File: src/rtl/double_ended_queue_macros.svh
// assertion macros shared by the deque rtl
// no dependencies
`ifndef DOUBLE_ENDED_QUEUE_MACROS_SVH
`define DOUBLE_ENDED_QUEUE_MACROS_SVH

// implication checked on every clock edge outside reset
`define DEQ_ASSERT_IMP(label, clk, rst_n, ante, cons) \
	label: assert property (@(posedge clk) disable iff (!rst_n) (ante) |-> (cons)) \
		else $error("deque assertion failed");

// next-cycle implication checked outside reset
`define DEQ_ASSERT_NXT(label, clk, rst_n, ante, cons) \
	label: assert property (@(posedge clk) disable iff (!rst_n) (ante) |=> (cons)) \
		else $error("deque assertion failed");

`endif

File: src/rtl/deq_pkg.sv
// deque package: request kinds, status codes, controller command/status structs
// no dependencies
`timescale 1ns / 1ps
package deq_pkg;

	localparam int KIND_W = 4;
	localparam int STATUS_W = 2;
	localparam int VALUE_W = 64;
	localparam int POS_W = 6;
	localparam int COUNT_W = 7;

	typedef enum logic [KIND_W-1:0] {
		K_PUSH_HEAD = 4'd0,
		K_PUSH_TAIL = 4'd1,
		K_POP_HEAD  = 4'd2,
		K_POP_TAIL  = 4'd3,
		K_PEEK_HEAD = 4'd4,
		K_PEEK_TAIL = 4'd5,
		K_PEEK_NTH  = 4'd6,
		K_REM_FIRST = 4'd7,
		K_REM_ALL   = 4'd8,
		K_CLEAR     = 4'd9
	} kind_t;

	typedef enum logic [STATUS_W-1:0] {
		ST_OK    = 2'd0,
		ST_EMPTY = 2'd1,
		ST_FULL  = 2'd2,
		ST_RANGE = 2'd3
	} status_t;

	// controller to datapath
	typedef struct packed {
		logic capture;   // latch the request
		logic start;     // decode the request, issue the memory read
		logic finish;    // read data back, form result, update pointers
		logic walk_rd;   // issue read of the next entry during a remove
		logic walk_wr;   // take the read data, compact
		logic walk_end;  // finish a remove
		logic out_load;  // load the output register
	} deq_cmd_t;

	// datapath to controller
	typedef struct packed {
		logic is_remove;
		logic walk_more;
	} deq_stat_t;

endpackage

File: src/rtl/deq_ctrl.sv
// deque controller: one-hot sequencer for request, remove walk and result handoff
// depends on deq_pkg and the macros header
`timescale 1ns / 1ps
`include "double_ended_queue_macros.svh"
module deq_ctrl (
	input  logic                clk,
	input  logic                arst_n,
	input  logic                req_valid,
	output logic                req_ready,
	output logic                rsp_valid,
	input  logic                rsp_ready,
	input  deq_pkg::deq_stat_t  stat,
	output deq_pkg::deq_cmd_t   cmd
);

	typedef enum logic [4:0] {
		S_IDLE  = 5'b00001,
		S_START = 5'b00010,
		S_FIN   = 5'b00100,
		S_WALK  = 5'b01000,
		S_WEND  = 5'b10000
	} state_t;

	state_t state_q, state_d;
	logic out_valid_q;
	logic out_free;

	// output register frees when empty or taken this cycle
	assign out_free = !out_valid_q || rsp_ready;
	assign req_ready = (state_q == S_IDLE);
	assign rsp_valid = out_valid_q;

	always_comb begin
		state_d = state_q;
		cmd = '0;
		unique case (state_q)
			S_IDLE: begin
				if (req_valid) begin
					cmd.capture = 1'b1;
					state_d = S_START;
				end
			end
			S_START: begin
				cmd.start = 1'b1;
				state_d = stat.is_remove ? S_WALK : S_FIN;
			end
			S_FIN: begin
				if (out_free) begin
					cmd.finish = 1'b1;
					cmd.out_load = 1'b1;
					state_d = S_IDLE;
				end
			end
			S_WALK: begin
				// each cycle consumes the previous read and issues the next while entries remain
				cmd.walk_wr = 1'b1;
				cmd.walk_rd = stat.walk_more;
				if (!stat.walk_more) state_d = S_WEND;
			end
			S_WEND: begin
				if (out_free) begin
					cmd.walk_end = 1'b1;
					cmd.out_load = 1'b1;
					state_d = S_IDLE;
				end
			end
			default: state_d = S_IDLE;
		endcase
	end

	always_ff @(posedge clk or negedge arst_n) begin
		if (!arst_n) begin
			state_q <= S_IDLE;
			out_valid_q <= 1'b0;
		end else begin
			state_q <= state_d;
			if (cmd.out_load) out_valid_q <= 1'b1;
			else if (rsp_ready) out_valid_q <= 1'b0;
		end
	end

	`DEQ_ASSERT_IMP(a_onehot, clk, arst_n, 1'b1, $onehot(state_q))
	`DEQ_ASSERT_IMP(a_load_free, clk, arst_n, cmd.out_load, out_free)
	`DEQ_ASSERT_NXT(a_cap_start, clk, arst_n, cmd.capture, state_q == S_START)
	`DEQ_ASSERT_NXT(a_load_valid, clk, arst_n, cmd.out_load, out_valid_q)

endmodule

File: config.mk
export PLATFORM = sky130hd
export DESIGN_NAME = deq_ctrl
export DESIGN_NICKNAME = d
export VERILOG_FILES = /design/src/rtl/deq_pkg.sv /design/src/rtl/deq_ctrl.sv
export VERILOG_INCLUDE_DIRS = /design/src /design/src/rtl
export SDC_FILE = /design/constraint.sdc
export NUM_CORES = 1
export LEC_CHECK = 0
export ABC_AREA = 1
export BUFFER_PORTS_ARGS = -buffer_cell sky130_fd_sc_hd__clkbuf_2
export CORE_AREA = 2 2 39 41
export CTS_BUF_LIST = sky130_fd_sc_hd__clkbuf_2
export CTS_CLUSTER_SIZE = 25
export DETAILED_ROUTE_END_ITERATION = 10
export DIE_AREA = 0 0 41 43
export HOLD_SLACK_MARGIN = 0.15
export PLACE_DENSITY = 0.48
export SLEW_MARGIN = 20
export SYNTH_ARGS = -nofsm -noshare
export SYNTH_HDL_FRONTEND = slang
export SYNTH_SLANG_ARGS = --single-unit
File: constraint.sdc
create_clock -name clk -period 1.5 [get_ports clk]
set_input_delay 0.15 -clock clk [delete_from_list [all_inputs] [get_ports clk]]
set_output_delay 0.15 -clock clk [all_outputs]
set_load 0.03 [all_outputs]
==> impl_metrics.env <==
export IMPL_peakVddDrop_uv=728
export IMPL_yosysSeqAreaShare_pct=42.9
export IMPL_num_rows=14
export IMPL_async_reset_ff_share_pct=100
export IMPL_cts_tree="built"
export IMPL_yosysUniqueCellTypes=10
export IMPL_setup_slack_ns=0.0583
export IMPL_area_delta_synth_final_pct=53.5
export IMPL_drv_cap=0
export IMPL_via_per_inst=4.50
export IMPL_rsz0062_at_grt="true"
export IMPL_detailed_place_hpwl_um=630
export IMPL_cp_cell_sequence="nor2_4, nand3_1, nand2_2, inv_2, nor2_1, buf_4"
export IMPL_hold_class="in -> reg"
export IMPL_min_period_ns=1.44
export IMPL_avgSynthCellArea_um2=6.79
export IMPL_io_pins=15
export IMPL_fin_crit_sh_pct=96.1
export IMPL_grt_pass1_wl_um=1320
export IMPL_dieArea_um2=1760
export IMPL_start_util_pct=25.5
export IMPL_crit_required_ns=1.35
export IMPL_grtUsageTotal_pct=11.6
export IMPL_port_buffers=14
export IMPL_cp_arrival_ns=1.29
export IMPL_die_h_um=43
export IMPL_seqCellArea_um2=153
export IMPL_fmax_mhz=694
export IMPL_vias=414
export IMPL_drt_total_wl_um=847
export IMPL_cts_buffers=3
export IMPL_grt_start_max_net_pins=7
export IMPL_ctsHtreeMaxLevel=1
export IMPL_cp_slowest_cell="dfstp_2"
export IMPL_yosysTopAreaCell="dfrtp_1"
export IMPL_layout_drive_gt1_share_pct=44.7
export IMPL_finalSetupTns_ns=0
export IMPL_setup_viol=0
export IMPL_multi_input_comb_area_um2=178
export IMPL_outcome="finished, final reports clean"
export IMPL_grt_overflow=0
export IMPL_syn_num_nets=58
export IMPL_ys_flop_type="dfrtp_1"
export IMPL_synth_top_area_share_pct=35.5
export IMPL_finalPower_mw=0.912
export IMPL_drt_wirelength_per_cell_um=9.21
export IMPL_nFillCells=160
export IMPL_clock_skew_final_ns=0.0105
export IMPL_insertion_delay_ns=0.23
export IMPL_path_clk_slew_ns=0.07
export IMPL_postLayoutCellArea_um2=542
export IMPL_synthTopCellsByArea="dfrtp_1, inv_1, nor2_1, nand2_1, dfstp_2"
export IMPL_first_pass_iters=4
export IMPL_power_density_nw_per_um2=1680
export IMPL_synth_seq_cells=6
export IMPL_relSlewSlack_pct=86.8
export IMPL_finalHoldViolations=0
export IMPL_slowest_delay_ns=0.58
export IMPL_core_area_um2=1380
export IMPL_synth_edff_count=0
export IMPL_die_x_um=41
export IMPL_gp_congestion=0.690
export IMPL_synthTopCellsByCount="inv_1, nor2_1, nand2_1"
export IMPL_dpl_worst_slack_ns=0.201
export IMPL_netlist_instances=52
export IMPL_grt_pass1_vias=345
export IMPL_antenna_left=0
export IMPL_drtIter0Drc=4
export IMPL_start_kind="flop"
export IMPL_leakagePower_nw=0.328
export IMPL_design_final_nets=83
export IMPL_drcViolationCount=0
export IMPL_dpl_cell_area_um2=443
export IMPL_cts_root_buf="clkbuf_2"
export IMPL_drv_slew=0
export IMPL_ctsLongestPathBuffers=2
export IMPL_antenna_found_initial=0
export IMPL_antenna_cells=0
export IMPL_crit_fanout=4
export IMPL_ys_warn_count=0
export IMPL_path_class="reg -> out"
export IMPL_crit_path_end_kind="output pin"
export IMPL_syn_area_um2=353
export IMPL_clkSinkCount=6
export IMPL_tightest_slew_ns=0.198
==> worst max-delay path: cells and delay by family, from the launching register on <==
family                 cells  cell delay (ns)
buffers and inverters      2             0.22
and+or+nand+nor            4             0.27
DFF                        1             0.58
==> cell type report <==
class,instances,area share [%]
inverter,11,7.62
multi-input combinational,35,32.8
sequential,6,28.2
tap,16,3.70
clock buffer,4,3.70
timing repair buffer,20,24.0
==> cells in the final DEF (no fill, tap or decap) <==
cell type and instances:
inv_1 9, o21ai_0 2, nand2_1 9, inv_2 2, clkbuf_4 2, dfrtp_2 1, nand3_1 5, nor2_2 3
nor2_4 2, clkbuf_2 14, buf_4 6, nand2_2 3, dfrtp_1 4, dfstp_2 1, dlygate4sd3_1 2, nor2_1 8
nand4_1 3
==> stage by stage <==
step                      std cells  util, %  hold WS [ns]
after global routing             92     39.2         0.165
after CTS                        89     36.3         0.153
after detailed placement         82     32.0       -0.0131
final                            92     39.2         0.161
after global placement           82     32.0       -0.0142
after floorplan                  52        -        -0.146
==> repair_timing <==
action / CTS / global route
hold endpoints to repair: 7 / 0
buffers inserted: 1 / 3
hold buffers: 2 / 0
pin swaps: 3 / 4
gates resized for setup: 4 / 13
endpoints found under the setup margin: 1 / 7
==> worst paths after layout <==
check	cells past startpoint	slack, ns	start	to
max in group asynchronous	2	0.98	arst_n	state_q[0]$_DFFE_PN1P_
setup reg to reg	9	0.08	state_q[0]$_DFFE_PN1P_	state_q[2]$_DFFE_PN0P_
min in group asynchronous	2	0.28	arst_n	rsp_valid$_DFFE_PN0P_
setup / recovery	6	0.06	state_q[0]$_DFFE_PN1P_	cmd[0]
hold reg to reg	2	0.58	state_q[0]$_DFFE_PN1P_	state_q[0]$_DFFE_PN1P_
hold / removal	3	0.16	stat[1]	state_q[3]$_DFFE_PN0P_
==> kinds of logic after synthesis <==
family / after synthesis / synth area share [%]
simple gates: 33 / 42.6
compound gates: 2 / 2.84
flops: 6 / 42.9
buf+inv: 11 / 11.7
==> state kept, by name (all words and copies together) (netlist names) <==
register,cells
state_q,5
rsp_valid,1
==> power breakdown <==
part | total [mW] | internal [mW] | switching, mW
clock | 0.133 | 0.0707 | 0.0622
combinational | 0.497 | 0.173 | 0.324
sequential | 0.281 | 0.222 | 0.0597
==> metal layers <==
metal  wire [µm]  GRT usage, %  vias to the layer above
met5           0             0                        -
met4          11          10.0                        0
met3          48          1.57                        2
met2         411          15.6                       16
met1         376          15.3                      186
li1            -             -                      210
(Power assumes the default switching activity.)
