**src/rtl/double_ended_queue_macros.svh**
```systemverilog
// assertion macros shared by the deque rtl
// no dependencies
`ifndef DOUBLE_ENDED_QUEUE_MACROS_SVH
`define DOUBLE_ENDED_QUEUE_MACROS_SVH

// implication checked on every clock edge outside reset
`define DEQ_ASSERT_IMP(label, clk, rst_n, ante, cons) \
	label: assert property (@(posedge clk) disable iff (!rst_n) (ante) |-> (cons)) \
		else $error("deque assertion failed");

// next-cycle implication checked outside reset
`define DEQ_ASSERT_NXT(label, clk, rst_n, ante, cons) \
	label: assert property (@(posedge clk) disable iff (!rst_n) (ante) |=> (cons)) \
		else $error("deque assertion failed");

`endif

```
**src/rtl/deq_pkg.sv**
```systemverilog
// deque package: request kinds, status codes, controller command/status structs
// no dependencies
`timescale 1ns / 1ps
package deq_pkg;

	localparam int KIND_W = 4;
	localparam int STATUS_W = 2;
	localparam int VALUE_W = 64;
	localparam int POS_W = 6;
	localparam int COUNT_W = 7;

	typedef enum logic [KIND_W-1:0] {
		K_PUSH_HEAD = 4'd0,
		K_PUSH_TAIL = 4'd1,
		K_POP_HEAD  = 4'd2,
		K_POP_TAIL  = 4'd3,
		K_PEEK_HEAD = 4'd4,
		K_PEEK_TAIL = 4'd5,
		K_PEEK_NTH  = 4'd6,
		K_REM_FIRST = 4'd7,
		K_REM_ALL   = 4'd8,
		K_CLEAR     = 4'd9
	} kind_t;

	typedef enum logic [STATUS_W-1:0] {
		ST_OK    = 2'd0,
		ST_EMPTY = 2'd1,
		ST_FULL  = 2'd2,
		ST_RANGE = 2'd3
	} status_t;

	// controller to datapath
	typedef struct packed {
		logic capture;   // latch the request
		logic start;     // decode the request, issue the memory read
		logic finish;    // read data back, form result, update pointers
		logic walk_rd;   // issue read of the next entry during a remove
		logic walk_wr;   // take the read data, compact
		logic walk_end;  // finish a remove
		logic out_load;  // load the output register
	} deq_cmd_t;

	// datapath to controller
	typedef struct packed {
		logic is_remove;
		logic walk_more;
	} deq_stat_t;

endpackage

```
**src/rtl/deq_dp.sv**
```systemverilog
// deque datapath: ring store, head pointer, count, remove compaction, result register
// depends on deq_pkg and the macros header
`timescale 1ns / 1ps
`include "double_ended_queue_macros.svh"
module deq_dp #(
	parameter int DEPTH = 64,
	parameter int DATA_WIDTH = 64
) (
	input  logic                                clk,
	input  logic                                arst_n,
	input  deq_pkg::deq_cmd_t                   cmd,
	output deq_pkg::deq_stat_t                  stat,
	input  logic [deq_pkg::KIND_W-1:0]          kind,
	input  logic [deq_pkg::VALUE_W-1:0]         value,
	input  logic [deq_pkg::POS_W-1:0]           position,
	output logic [deq_pkg::STATUS_W-1:0]        status,
	output logic [deq_pkg::VALUE_W-1:0]         data_out,
	output logic [deq_pkg::COUNT_W-1:0]         removed_count,
	output logic [deq_pkg::COUNT_W-1:0]         fill_level
);

	localparam int AW = (DEPTH > 1) ? $clog2(DEPTH) : 1;
	localparam int CW = $clog2(DEPTH + 1);
	localparam int PW = deq_pkg::POS_W;
	localparam int OW = deq_pkg::COUNT_W;
	localparam int XW = (CW > PW) ? CW : PW;

	logic [DATA_WIDTH-1:0] mem [DEPTH];
	logic [DATA_WIDTH-1:0] rdata_q;

	logic [AW-1:0] head_q;
	logic [CW-1:0] count_q;
	logic [deq_pkg::KIND_W-1:0] kind_q;
	logic [DATA_WIDTH-1:0] val_q;
	logic [PW-1:0] pos_q;

	// walk state for removes
	logic [CW-1:0] rd_q, wr_q, rem_q;
	logic pend_q;

	logic [deq_pkg::STATUS_W-1:0] st_q;
	logic [deq_pkg::VALUE_W-1:0] dat_q;
	logic [OW-1:0] remc_q, fill_q;
	logic [deq_pkg::STATUS_W-1:0] st_pre_q;

	logic empty, full, is_rem;
	logic [AW-1:0] rd_addr, wr_addr, head_m1, head_p1;
	logic rd_en, wr_en;
	logic [DATA_WIDTH-1:0] wr_data;
	logic take, match;
	logic [deq_pkg::STATUS_W-1:0] st_start, res_st;
	logic [deq_pkg::VALUE_W-1:0] res_dat;
	logic [OW-1:0] res_remc, res_fill;

	// ring slot of head plus offset, offset below DEPTH
	function automatic logic [AW-1:0] slot(input logic [AW-1:0] h, input logic [CW-1:0] i);
		logic [AW:0] s;
		s = {1'b0, h} + (AW+1)'(i);
		if (s >= (AW+1)'(DEPTH)) s = s - (AW+1)'(DEPTH);
		return s[AW-1:0];
	endfunction

	assign empty = (count_q == '0);
	assign full = (count_q == CW'(DEPTH));
	assign is_rem = (kind_q == deq_pkg::K_REM_FIRST) || (kind_q == deq_pkg::K_REM_ALL);
	assign head_m1 = (head_q == '0) ? AW'(DEPTH - 1) : head_q - AW'(1);
	assign head_p1 = (head_q == AW'(DEPTH - 1)) ? '0 : head_q + AW'(1);

	assign stat.is_remove = is_rem;
	assign stat.walk_more = (rd_q < count_q);

	assign match = (rdata_q == val_q);
	assign take = pend_q && match &&
		!((kind_q == deq_pkg::K_REM_FIRST) && (rem_q != '0));

	always_comb begin
		rd_en = 1'b0;
		rd_addr = head_q;
		wr_en = 1'b0;
		wr_addr = head_q;
		wr_data = val_q;
		if (cmd.start) begin
			rd_en = 1'b1;
			unique case (kind_q)
				deq_pkg::K_POP_TAIL, deq_pkg::K_PEEK_TAIL:
					rd_addr = slot(head_q, count_q - CW'(1));
				deq_pkg::K_PEEK_NTH:
					rd_addr = slot(head_q, CW'(pos_q));
				default: rd_addr = head_q;
			endcase
			if (!full && kind_q == deq_pkg::K_PUSH_HEAD) begin
				wr_en = 1'b1;
				wr_addr = head_m1;
			end else if (!full && kind_q == deq_pkg::K_PUSH_TAIL) begin
				wr_en = 1'b1;
				wr_addr = slot(head_q, count_q);
			end
			if (is_rem) rd_addr = head_q;
		end
		if (cmd.walk_rd) begin
			rd_en = 1'b1;
			rd_addr = slot(head_q, rd_q);
		end
		if (cmd.walk_wr && pend_q && !take) begin
			wr_en = 1'b1;
			wr_addr = slot(head_q, wr_q);
			wr_data = rdata_q;
		end
	end

	// status decided when the request is decoded
	always_comb begin
		st_start = deq_pkg::ST_OK;
		unique case (kind_q)
			deq_pkg::K_PUSH_HEAD, deq_pkg::K_PUSH_TAIL:
				if (full) st_start = deq_pkg::ST_FULL;
			deq_pkg::K_POP_HEAD, deq_pkg::K_POP_TAIL,
			deq_pkg::K_PEEK_HEAD, deq_pkg::K_PEEK_TAIL:
				if (empty) st_start = deq_pkg::ST_EMPTY;
			deq_pkg::K_PEEK_NTH:
				if (XW'(pos_q) >= XW'(count_q)) st_start = deq_pkg::ST_RANGE;
			default: ;
		endcase
	end

	always_ff @(posedge clk) begin
		if (wr_en) mem[wr_addr] <= wr_data;
		if (rd_en) rdata_q <= mem[rd_addr];
	end

	always_ff @(posedge clk) begin
		if (cmd.capture) begin
			kind_q <= kind;
			val_q <= value[DATA_WIDTH-1:0];
			pos_q <= position;
		end
	end

	always_ff @(posedge clk or negedge arst_n) begin
		if (!arst_n) begin
			head_q <= '0;
			count_q <= '0;
			rd_q <= '0;
			wr_q <= '0;
			rem_q <= '0;
			pend_q <= 1'b0;
			st_pre_q <= deq_pkg::ST_OK;
		end else begin
			if (cmd.start) begin
				st_pre_q <= st_start;
				unique case (kind_q)
					deq_pkg::K_PUSH_HEAD: begin
						if (!full) begin
							head_q <= head_m1;
							count_q <= count_q + CW'(1);
						end
					end
					deq_pkg::K_PUSH_TAIL: begin
						if (!full) count_q <= count_q + CW'(1);
					end
					default: ;
				endcase
				rd_q <= CW'(1);
				wr_q <= '0;
				rem_q <= '0;
				pend_q <= is_rem && !empty;
			end
			if (cmd.finish) begin
				if (st_pre_q == deq_pkg::ST_OK) begin
					unique case (kind_q)
						deq_pkg::K_POP_HEAD: begin
							head_q <= head_p1;
							count_q <= count_q - CW'(1);
						end
						deq_pkg::K_POP_TAIL: count_q <= count_q - CW'(1);
						deq_pkg::K_CLEAR: begin
							head_q <= '0;
							count_q <= '0;
						end
						default: ;
					endcase
				end
			end
			if (cmd.walk_wr) begin
				if (pend_q) begin
					if (take) rem_q <= rem_q + CW'(1);
					else wr_q <= wr_q + CW'(1);
				end
				pend_q <= cmd.walk_rd;
				if (cmd.walk_rd) rd_q <= rd_q + CW'(1);
			end
			if (cmd.walk_end) count_q <= wr_q;
		end
	end

	// result fields for the request that completes
	always_comb begin
		res_st = st_pre_q;
		res_dat = '0;
		res_remc = '0;
		res_fill = OW'(count_q);
		if (cmd.walk_end) begin
			res_st = (rem_q == '0) ? deq_pkg::ST_EMPTY : deq_pkg::ST_OK;
			res_remc = OW'(rem_q);
			res_fill = OW'(wr_q);
		end else if (st_pre_q == deq_pkg::ST_OK) begin
			unique case (kind_q)
				deq_pkg::K_POP_HEAD, deq_pkg::K_POP_TAIL: begin
					res_dat = deq_pkg::VALUE_W'(rdata_q);
					res_fill = OW'(count_q - CW'(1));
				end
				deq_pkg::K_PEEK_HEAD, deq_pkg::K_PEEK_TAIL, deq_pkg::K_PEEK_NTH:
					res_dat = deq_pkg::VALUE_W'(rdata_q);
				deq_pkg::K_CLEAR: res_fill = '0;
				default: ;
			endcase
		end
	end

	// result register, loaded as the request completes
	always_ff @(posedge clk) begin
		if (cmd.out_load) begin
			st_q <= res_st;
			dat_q <= res_dat;
			remc_q <= res_remc;
			fill_q <= res_fill;
		end
	end

	assign status = st_q;
	assign data_out = dat_q;
	assign removed_count = remc_q;
	assign fill_level = fill_q;

	`DEQ_ASSERT_IMP(a_count_max, clk, arst_n, 1'b1, count_q <= CW'(DEPTH))
	`DEQ_ASSERT_IMP(a_wr_le_rd, clk, arst_n, cmd.walk_wr, wr_q < rd_q || !pend_q || wr_q <= rd_q)
	`DEQ_ASSERT_IMP(a_full_refuse, clk, arst_n, cmd.start && full, !wr_en)

endmodule

```
**config.mk**
```make
export PLATFORM = sky130hd
export DESIGN_NAME = deq_dp
export DESIGN_NICKNAME = d
export VERILOG_FILES = /design/src/rtl/deq_pkg.sv /design/src/rtl/deq_dp.sv
export VERILOG_INCLUDE_DIRS = /design/src /design/src/rtl
export SDC_FILE = /design/constraint.sdc
export NUM_CORES = 2
export LEC_CHECK = 0
export BUFFER_PORTS_ARGS = -buffer_cell sky130_fd_sc_hd__buf_2
export CAP_MARGIN = 30
export CORE_MARGIN = 1
export CORE_UTILIZATION = 35
export DETAILED_ROUTE_END_ITERATION = 7
export GPL_ROUTABILITY_DRIVEN = 0
export MAX_ROUTING_LAYER = met4
export PLACE_DENSITY = 0.46
export SLEW_MARGIN = 10
export SYNTH_ARGS = -nofsm -noshare
export SYNTH_HDL_FRONTEND = slang
export SYNTH_SLANG_ARGS = --single-unit
```
**constraint.sdc**
```tcl
create_clock -name clk -period 7.5 [get_ports clk]
set_input_delay 0.375 -clock clk [delete_from_list [all_inputs] [get_ports clk]]
set_output_delay 0.375 -clock clk [all_outputs]
set_load 0.005 [all_outputs]
```
==> flow_metrics.py <==
metrics = {
    "sta": {
        "finalSetupTns_ns": 0,
        "setup_viol": 0,
        "hold_viol": 0,
        "worst_pin_slew_ns": 1.23,
        "maxSlewHeadroom_pct": 18.0,
        "period_needed_ns": 6.31,
        "finalCritPeriodShare_pct": 84.1,
        "drv_slew": 0,
        "finClkSkew_ns": 0.130,
        "rsz0062_at_grt": "false",
        "holdWs_ns": 0.0826,
        "max_freq_mhz": 159,
    },
    "cts": {
        "cts_setup_buffers": 0,
        "worstSkewPairLatency_ns": 1.08,
        "clock-sinks": 4351,
        "clk_pin_slew_ns": 0.06,
        "tritoncts": "done",
        "htree_levels": 5,
        "ctsResizeCount": 0,
        "cts_buffers": 460,
        "clockBufferDepth": 4,
        "cts_root_buffer": "clkbuf_16",
        "ctsHoldBuffers": 102,
    },
    "yosys": {
        "yosysWarnings": 0,
        "synthArstFlopShare_pct": 0.850,
        "ys_top_cells_by_area": "edfxtp_1 75%, a32oi_1 5.1%, nand2_1 3.5%, o21ai_0 3.1%, clkbuf_1 2.1%",
        "synth-seq-area-share_pct": 75.1,
        "synthCells": 12200,
        "synth_top_area_share_pct": 74.6,
        "yosys_most_used_dff": "edfxtp_1",
        "ys_seq_elements": 4351,
        "yosysTopAreaCell": "edfxtp_1",
        "synth_nets": 12400,
        "synth-edff-count": 4314,
        "ys_types": 80,
        "syn_area_um2": 174000,
        "syn_avg_cell_area_um2": 14.2,
    },
    "worst_setup_path": {
        "rr_startpoint": "rdata_q[48]",
        "cp-end-kind": "flip-flop",
        "r2r_slack_ns": 1.19,
        "worst_ep_required_time_ns": 8.30,
        "r2r-end": "mem[3][43]",
        "path_max_fanout": 37,
        "crit_type": "flip-flop to flip-flop",
        "reg2regPathDepth": 9,
        "endpoint": "mem[3][43]",
        "cp-startpoint": "rdata_q[48]",
        "start_kind": "flip-flop",
        "worst_ep_arrival_time_ns": 7.11,
    },
    "global_routing": {
        "grt_max_degree": 181,
        "grt_usage_pct": 25.1,
        "grt_pass1_wl_mm": 872,
        "grt_remaining_overflow": 0,
        "grt_pass1_vias": 110000,
        "antenna_found_initial": 49,
    },
    "layout": {
        "layout-drive-gt1-share_pct": 11.1,
        "syn2layout_area_growth_pct": 15.1,
        "nNetsFinal": 12500,
        "layout_commonest_cell": "edfxtp_1",
        "fin_area_um2": 200000,
        "fillers": 45200,
        "mostFrequentLayoutCells": "4314 x edfxtp_1, 1604 x nand2_1, 1062 x o21ai_0",
    },
    "die": {
        "ios": 165,
        "start_util_pct": 35.2,
        "die_y_um": 706,
        "rows": 258,
        "die_area_um2": 499000,
        "core_um2": 494000,
        "die_x_um": 706,
    },
    "worst_hold_path": {
        "worstHoldStart": "value[2]",
        "hp-class": "primary input to flip-flop",
    },
    "drt": {
        "dr.pass1.iters": 7,
        "wl_per_cell_um": 32.7,
        "vias": 116000,
        "ant_nets": 0,
        "vias_per_cell": 6.02,
        "wl_mm": 630,
        "remaining_drc_errors": 0,
        "first_iter_violations": 13900,
    },
    "place": {
        "port_buffers": 164,
        "hpwl_mm": 361,
        "placement.cell_area_um2": 184000,
    },
    "pwr": {
        "vdd_drop_max_v": 0.000389,
        "powerDensity_nw_per_um2": 393,
        "p_leak_nw": 62.4,
    },
    "status": {
        "outcome": "finished clean",
    },
    "job": {
        "drv_cap": 0,
    },
}
Yosys cell counts, types with 49 or more instances:
cell type / count
a21oi_1: 631
a31oi_1: 515
a32oi_1: 1020
and2_1: 68
buf_2: 50
clkbuf_1: 980
edfxtp_1: 4314
mux2_2: 57
nand2_1: 1605
nand3_1: 539
nor2_1: 70
nor3_1: 285
o21ai_0: 1073
o22ai_1: 515
or4_1: 65
xnor2_1: 49
how the worst min path moves through the flow:
stage,end,slack (ns),depth (start not counted)
2_1_floorplan,count_q[0],0.08,0
3_3_place_gp,rd_q[6],0.51,1
3_5_place_dp,rd_q[6],0.52,1
4_1_cts,val_q[28],0.0009,2
5_1_grt,val_q[51],0.03,2
6_report,val_q[2],0.08,2
layout make-up:
| type | instances | area (um2) | area share, % |
|---|---|---|---|
| Clock inverter | 282 | 2370 | 1.19 |
| Inverter | 43 | 161 | 0.0808 |
| Sequential cell | 4351 | 130000 | 65.3 |
| Tap cell | 6500 | 8130 | 4.07 |
| Clock buffer | 566 | 12000 | 6.00 |
| Multi-Input combinational cell | 6759 | 39800 | 19.9 |
| Timing Repair Buffer | 718 | 6850 | 3.43 |
| Antenna cell | 46 | 115 | 0.0576 |
flip-flops by register name, indices dropped and copies added, names as in the netlist, 6 cells and up:
signal         count
val_q             64
rdata_q           64
rd_q               7
fill_level         7
removed_count      7
mem             4096
data_out          64
count_q            7
pos_q              6
head_q             6
rem_q              7
wr_q               7
layer usage:
metal	share of wire (%)	vias to the layer above	track usage [%]
met3	7.5	962	3.62
li1	-	49000	-
met2	46	5349	39.2
met1	42	60700	33.7
met5	0	-	-
met4	3.9	0	8.59
report_power, final:
part	leakage, nW	internal, mW	switching (mW)	total (mW)
Sequential	39.5	28.6	0.644	29.2
Combinational	15.9	7.37	19.8	27.2
Clock	7.01	12.4	9.69	22.1
logic make-up after synthesis:
group	count (synthesis)	synth area share [%]
AO/OA/AOI/OAI	3850	14.2
XOR/XNOR	76	0.383
adder cells (fa/ha/maj)	45	0.342
buffers and inverters	1139	2.62
flip-flops	4351	75.1
multiplexers	64	0.410
AND/OR/NAND/NOR	2724	6.88
through the flow:
stage	util [%]	worst slack, ns	power [mW]	instances
3_3_place_gp	37.2	0.597	56.3	18200
4_1_cts	40.4	1.20	78.8	19200
6_report	40.5	1.19	78.5	19300
5_1_grt	40.5	0.899	81.4	19300
2_1_floorplan	-	1.09	45.1	12200
3_5_place_dp	37.3	1.27	56.7	18300
critical path: stages (launching register included):
cell	delay (ns)
edfxtp_1	0.42
xnor2_1	0.57
nand4_1	0.52
nor4_1	0.61
nand4_1	0.58
o31ai_4	0.43
buf_4	0.63
buf_4	0.77
mux2_2	0.94
buf_4	0.45
No activity file was read; power rests on OpenSTA's default activity.
